**src/hw/rtl/egt_pkg.sv**
```systemverilog
// egt_pkg: widths and constants shared by the extremum gap tracker.
// No dependencies.
`timescale 1ns / 1ps

package egt_pkg;

    localparam int VALUE_BITS = 32;               // compared sample width
    localparam int INDEX_BITS = 16;               // sample index / gap width
    localparam int GAP_BITS   = 17;               // signed output gap width
    localparam int OUT_BITS   = 2 * GAP_BITS;     // packed result fields
    localparam int OUT_BYTES  = (OUT_BITS + 7) / 8;
    localparam int OUT_TDATA  = OUT_BYTES * 8;

    localparam logic [INDEX_BITS-1:0] IDX_MAX  = '1;
    localparam logic [GAP_BITS-1:0]   GAP_NONE = '1;   // -1: fewer than two extrema

    typedef logic [INDEX_BITS-1:0] t_index;
    typedef logic [GAP_BITS-1:0]   t_gap;

    typedef struct packed {
        t_gap max_gap;
        t_gap min_gap;
    } t_result;

endpackage

```
**src/hw/rtl/extremum_gap_tracker.sv**
```systemverilog
// extremum_gap_tracker: finds strict local extrema in a sample stream and reports
// the smallest adjacent gap and the first-to-last span on the final sample.
// Depends on egt_pkg.
`timescale 1ns / 1ps

// Channel    | Dir | Handshake           | Payload
// -----------+-----+---------------------+------------------------------------------
// s_axis     | in  | tvalid / tready     | tdata[31:0] = sample, tlast = is_last
// m_axis     | out | tvalid / tready     | tdata[16:0] = min_gap, [33:17] = max_gap
//
// Throughput: one sample per cycle while tready is high. A sample is evaluated against
// the two previous samples in the same cycle it is accepted; the tracking state and, for
// a final sample, the result register (skid register if occupied) are written at that edge.
// Results go through a two-entry output buffer (result register plus skid register),
// so samples keep flowing while a result waits; tready drops only when both hold a
// result. Synchronous active-low reset clears tracking state and buffer valid flags.
module extremum_gap_tracker
    import egt_pkg::*;
(
    input  logic                  i_clk,
    input  logic                  i_rst_n,
    // input stream
    input  logic                  i_s_axis_tvalid,
    output logic                  o_s_axis_tready,
    input  logic [31:0]           i_s_axis_tdata,   // [31:0] sample (signed)
    input  logic                  i_s_axis_tlast,   // is_last
    // result stream
    output logic                  o_m_axis_tvalid,
    input  logic                  i_m_axis_tready,
    output logic [OUT_TDATA-1:0]  o_m_axis_tdata    // [16:0] min_gap, [33:17] max_gap, rest 0
);

    // ------------------------------------------------------------------
    // Tracking state
    // ------------------------------------------------------------------
    logic signed [VALUE_BITS-1:0] r_older, n_older;
    logic signed [VALUE_BITS-1:0] r_newer, n_newer;
    t_index                       r_samples_seen, n_samples_seen;
    logic                         r_have_extremum, n_have_extremum;
    t_index                       r_first_idx, n_first_idx;
    t_index                       r_latest_idx, n_latest_idx;
    t_index                       r_smallest_gap, n_smallest_gap;
    logic                         r_have_gap, n_have_gap;

    // Output buffer
    logic    r_out_valid, r_skid_valid;
    t_result r_out, r_skid;

    logic                         s_accept;
    logic                         m_pop;
    logic                         push;
    logic signed [VALUE_BITS-1:0] cur;
    logic                         peak;
    t_index                       idx;
    t_index                       gap;
    t_index                       span;
    t_result                      new_res;

    assign o_s_axis_tready = !r_skid_valid;
    assign s_accept        = i_s_axis_tvalid && o_s_axis_tready;
    assign m_pop           = r_out_valid && i_m_axis_tready;
    assign push            = s_accept && i_s_axis_tlast;

    assign o_m_axis_tvalid = r_out_valid;
    assign o_m_axis_tdata  = {{(OUT_TDATA - OUT_BITS){1'b0}}, r_out};

    // ------------------------------------------------------------------
    // Per-sample evaluation: middle sample is an extremum when strictly
    // above or strictly below both neighbors.
    // ------------------------------------------------------------------
    always_comb begin
        cur  = signed'(i_s_axis_tdata[VALUE_BITS-1:0]);
        peak = (r_samples_seen[INDEX_BITS-1:1] != '0) &&
               (((r_newer > r_older) && (r_newer > cur)) ||
                ((r_newer < r_older) && (r_newer < cur)));
        idx  = r_samples_seen - t_index'(1);
        gap  = idx - r_latest_idx;

        n_have_extremum = r_have_extremum;
        n_first_idx     = r_first_idx;
        n_latest_idx    = r_latest_idx;
        n_smallest_gap  = r_smallest_gap;
        n_have_gap      = r_have_gap;

        if (peak) begin
            if (r_have_extremum) begin
                if (!r_have_gap || (gap < r_smallest_gap)) begin
                    n_smallest_gap = gap;
                end
                n_have_gap   = 1'b1;
                n_latest_idx = idx;
            end else begin
                n_first_idx     = idx;
                n_latest_idx    = idx;
                n_have_extremum = 1'b1;
            end
        end

        n_older = r_newer;
        n_newer = cur;
        // index saturates at its maximum
        n_samples_seen = (r_samples_seen != IDX_MAX) ? r_samples_seen + t_index'(1)
                                                     : r_samples_seen;

        span = n_latest_idx - n_first_idx;
        if (n_have_gap) begin
            new_res.min_gap = {{(GAP_BITS - INDEX_BITS){1'b0}}, n_smallest_gap};
            new_res.max_gap = {{(GAP_BITS - INDEX_BITS){1'b0}}, span};
        end else begin
            new_res.min_gap = GAP_NONE;
            new_res.max_gap = GAP_NONE;
        end
    end

    // Tracking registers; the final sample returns everything to reset values.
    always_ff @(posedge i_clk) begin
        if (!i_rst_n || push) begin
            r_older         <= '0;
            r_newer         <= '0;
            r_samples_seen  <= '0;
            r_have_extremum <= 1'b0;
            r_first_idx     <= '0;
            r_latest_idx    <= '0;
            r_smallest_gap  <= IDX_MAX;
            r_have_gap      <= 1'b0;
        end else if (s_accept) begin
            r_older         <= n_older;
            r_newer         <= n_newer;
            r_samples_seen  <= n_samples_seen;
            r_have_extremum <= n_have_extremum;
            r_first_idx     <= n_first_idx;
            r_latest_idx    <= n_latest_idx;
            r_smallest_gap  <= n_smallest_gap;
            r_have_gap      <= n_have_gap;
        end
    end

    // Output buffer: skid only fills while the result register is stalled.
    always_ff @(posedge i_clk) begin
        if (!i_rst_n) begin
            r_out_valid  <= 1'b0;
            r_skid_valid <= 1'b0;
        end else if (m_pop) begin
            if (r_skid_valid) begin
                r_out        <= r_skid;
                r_skid_valid <= 1'b0;
            end else if (push) begin
                r_out <= new_res;
            end else begin
                r_out_valid <= 1'b0;
            end
        end else if (push) begin
            if (r_out_valid) begin
                r_skid       <= new_res;
                r_skid_valid <= 1'b1;
            end else begin
                r_out       <= new_res;
                r_out_valid <= 1'b1;
            end
        end
    end

    // ------------------------------------------------------------------
    // Assertions
    // ------------------------------------------------------------------
    a_skid_implies_out: assert property (@(posedge i_clk) disable iff (!i_rst_n)
        r_skid_valid |-> r_out_valid)
        else $error("skid register holds a result while result register is empty");

    a_clear_after_last: assert property (@(posedge i_clk) disable iff (!i_rst_n)
        push |=> (r_samples_seen == '0 && !r_have_extremum && !r_have_gap))
        else $error("tracking state not cleared after final sample");

    a_gap_needs_extremum: assert property (@(posedge i_clk) disable iff (!i_rst_n)
        r_have_gap |-> r_have_extremum)
        else $error("gap recorded without a first extremum");

    a_gap_within_span: assert property (@(posedge i_clk) disable iff (!i_rst_n)
        r_have_gap |-> (r_smallest_gap <= (r_latest_idx - r_first_idx)))
        else $error("smallest gap exceeds first-to-last span");

    a_no_result_without_last: assert property (@(posedge i_clk) disable iff (!i_rst_n)
        (s_accept && !i_s_axis_tlast && !r_out_valid) |=> !o_m_axis_tvalid)
        else $error("result produced by a non-final sample");

endmodule
```
**config.mk**
```make
export PLATFORM = sky130hd
export DESIGN_NAME = extremum_gap_tracker
export DESIGN_NICKNAME = d
export VERILOG_FILES = /design/src/hw/rtl/egt_pkg.sv /design/src/hw/rtl/extremum_gap_tracker.sv
export SDC_FILE = /design/constraint.sdc
export NUM_CORES = 1
export LEC_CHECK = 0
export BUFFER_PORTS_ARGS = -buffer_cell sky130_fd_sc_hd__buf_2
export CORE_UTILIZATION = 40
export DETAILED_ROUTE_END_ITERATION = 7
export HOLD_SLACK_MARGIN = 0.08
export PLACE_DENSITY = 0.56
export SYNTH_ARGS = -nofsm -noshare
export SYNTH_HDL_FRONTEND = slang
export SYNTH_SLANG_ARGS = --single-unit
```
**constraint.sdc**
```tcl
create_clock -name i_clk -period 6.7 [get_ports i_clk]
set_input_delay 0.67 -clock i_clk [delete_from_list [all_inputs] [get_ports i_clk]]
set_output_delay 0.67 -clock i_clk [all_outputs]
set_load 0.01 [all_outputs]
```
==> run metrics <==
status=complete, no violations; WP data arrival=roughly 6000 ps; period utilization=a little over four fifths; largest net degree at the start of global routing=84; root buf cell=clkbuf_16; RSZ-0062 raised after global routing=false; asr flop ratio synth=0%; PwrDens=224 nW/um2; initial antenna violation count=3; post-layout min period=5660 ps; global placer's final weighted congestion=0.857; Nets=1583; Worst slew margin=19.1%; Via density=around 5.3; Combinational Power Share=21.3%; Clock Tree Buf Depth=2; Avg Cell Area, Syn=~8.4 um2; fin util=45.5%; Flop pwr share=about 43%; TritonCTS buffer count=17; # clock sinks=approximately 200; post-CTS setup buffers=0; Worst Skew=11.8 ps; CORE AREA=about 29000 um2; Seq cells post-synth=198; adder-cell share of the synthesized area=12.3%; flop2flop setup slack=roughly 1000 ps; Compound-Gate Fraction of Synth Area=17.8%; grt ovf=0; PortBufs=72; hold_sp=r_older[10]; Initial Util=40.9%; r2r startpoint=r_older[31]; Reg2Reg Depth=21; static leakage=5.01 nW; Cells after Synth=1392; RR Endpoint=o_m_axis_tdata[32]; H-tree levels=4; endpoint class of the critical path=register; Synth Area in XOR/XNOR=3.87%; first-pass GRT wire length=46.8 mm; final setup violating endpoints=0; drt wl/cell=15.3 um; Resized Gates After CTS=0; measured slew at the worst slew-check pin=1210 ps; clk slew on worst S/H paths=80 ps; Finished Layout Cells=1830; worst skew pair latency=440 ps; DPL Wire Length=19.9 mm; Die Wd=173 um; endpoints failing hold=0; Initial DRC Count=roughly 600; Pint=2.04 mW; YS warnings=0; Startpoint Class=register; net switching power=0.900 mW; first-pass detailed-route iteration total=5; layout cell share with drive strength beyond 1=11.1%; Max-Cap Viols=0; Die Height=173 um; num rows=62; Residual DRC=0; vias in the first global route=9139; hold endpoint=r_older[10]; synth unique cells=63; vias post-DR=9622; max-slew violation count=0; Netlist Area Pre-Place=11800 um2; Die Area=~30000 um2; ys flop type=dfxtp_1; Max Fanout on Critical Path=31; Design Area, Final=13100 um2; Final ANT Viol Nets=0; EDFF count, synth=66; worst min path class=reg -> reg; num ports=79; Clock power frac=35.4%; worst hold path depth=2; Worst EP required=~7000 ps; area delta synth->final=11.3%; final wirelength=28.1 mm; setup TNS=0 ps; multiplexer share of the synthesized area=between 1 and 1.5%; critical path type=reg -> reg; CTS tree=built; # hold bufs at CTS=0; main combinational cell family by area after synthesis=simple AND/OR/NAND/NOR gates; maximum vdd ir drop=0.133 mV; dpl cell area=12500 um2; Global Route Usage Sum=19.2%; switching share of total power=a little under a third; post-synthesis sequential area ratio=39.3%; Fmax achieved=177 MHz; placed cells=1797; synthesized-area fraction occupied by and/or/nand/nor cells=18.5%
==> cells in the mapped netlist, types with 12 or more instances <==
cell / n / area share, %
nor2_1: 107 / 3.4
xor2_1: 25 / 1.9
nand2_1: 192 / 6.1
ha_1: 112 / 12
nor4_1: 21 / 1.1
nand3_1: 54 / 2.3
buf_1: 12 / 0.38
nand4_1: 23 / 1.2
buf_2: 12 / 0.51
a21o_1: 12 / 0.77
dfxtp_1: 132 / 22
mux2i_1: 14 / 1.2
a211oi_1: 21 / 1.3
o21ai_0: 58 / 2.5
clkbuf_1: 49 / 1.6
nor2b_1: 13 / 0.69
a21oi_1: 138 / 5.9
edfxtp_1: 66 / 17
nor3_1: 38 / 1.6
xnor2_1: 27 / 2.0
a31oi_1: 52 / 2.8
inv_1: 112 / 3.6
==> kinds of logic after synthesis <==
| logic type | count (synthesis) |
|---|---|
| AO/OA/AOI/OAI | 338 |
| XOR/XNOR | 52 |
| adder cells (fa/ha/maj) | 114 |
| buffers and inverters | 196 |
| flip-flops | 198 |
| multiplexers | 16 |
| other | 1 |
| AND/OR/NAND/NOR | 477 |
==> power groups by stage <==
stage,logic [mW],clock network (mW),registers (mW)
finish,0.624,1.04,1.27
global route,0.703,1.12,1.28
CTS,0.630,1.07,1.27
detailed placement,0.627,0,1.30
global placement,0.622,0,1.30
floorplan,0.460,0,1.30
==> cells in the final DEF, fill, tap and decap left out, types with 8 or more instances in the layout <==
master / instances
nand2_1: 190
xor2_1: 25
buf_4: 28
xnor2_1: 27
o21ai_0: 58
a31oi_1: 52
a211oi_1: 21
buf_2: 72
nor4_1: 21
dfxtp_1: 132
a21oi_1: 138
inv_1: 112
nand4_1: 23
a21o_1: 12
nor2b_1: 12
edfxtp_1: 66
mux2i_1: 14
nand3_1: 53
clkbuf_16: 18
nor2_1: 106
nor3_1: 38
ha_1: 112
o21a_1: 8
==> registers in the layout, summed over array words and instances, names as in the netlist <==
register / cells
o_m_axis_tdata: 33
r_skid: 33
n_older: 32
r_older: 32
r_first_idx: 16
r_latest_idx: 16
r_samples_seen: 16
r_smallest_gap: 16
o_m_axis_tvalid: 1
r_have_extremum: 1
r_have_gap: 1
r_skid_valid: 1
==> layer usage <==
metal | part of all wire [%] | global-route usage, % | vias to the layer above
li1 | - | - | 4997
met1 | 49 | 26.2 | 4443
met2 | 46 | 31.2 | 162
met3 | 4.1 | 3.90 | 16
met4 | 0.71 | 4.20 | 4
met5 | 0.082 | 0 | -
==> layout make-up <==
class,instances,area (um2)
fill,2835,15700
multi-input combinational,1003,6400
sequential,198,4620
timing repair buffer,100,571
tap,384,480
clock buffer,18,450
inverter,112,420
clock inverter,14,143
antenna,1,2.50
==> through the flow <==
stage,power (mW),hold WS (ps),setup WS (ps)
2_1_floorplan,1.76,436,1430
3_3_place_gp,1.92,441,920
3_5_place_dp,1.93,447,757
4_1_cts,2.97,449,1070
5_1_grt,3.09,448,532
6_report,2.94,455,1040
==> critical path: stages, from the launching register on <==
cell and delay, ps:
dfxtp_1 330, inv_1 40, ha_1 310, nand4_1 170
nor4_1 520, nand3_1 250, o32ai_1 620, o211ai_1 310
nand3_1 170, buf_4 290, nand2_1 120, o21ai_0 90
ha_1 250, nor2b_1 140, o31a_1 260, o211ai_1 220
a21oi_1 120, o31ai_1 380, o21ai_0 220, a31oi_1 290
nand4_1 220, a31oi_4 190
==> worst max path at each step <==
stage	from	to	slack, ps	cells after the start
after floorplan	i_s_axis_tvalid	o_m_axis_tdata[0]	1430	4
after detailed placement	i_s_axis_tdata[13]	o_m_axis_tdata[32]	760	21
final	r_older[31]	o_m_axis_tdata[32]	1040	21
after CTS	r_older[31]	o_m_axis_tdata[32]	1070	21
after global routing	r_older[31]	o_m_axis_tdata[32]	530	21
after global placement	i_s_axis_tdata[14]	o_m_axis_tdata[32]	920	21
Power figures use the tool's default switching activity.
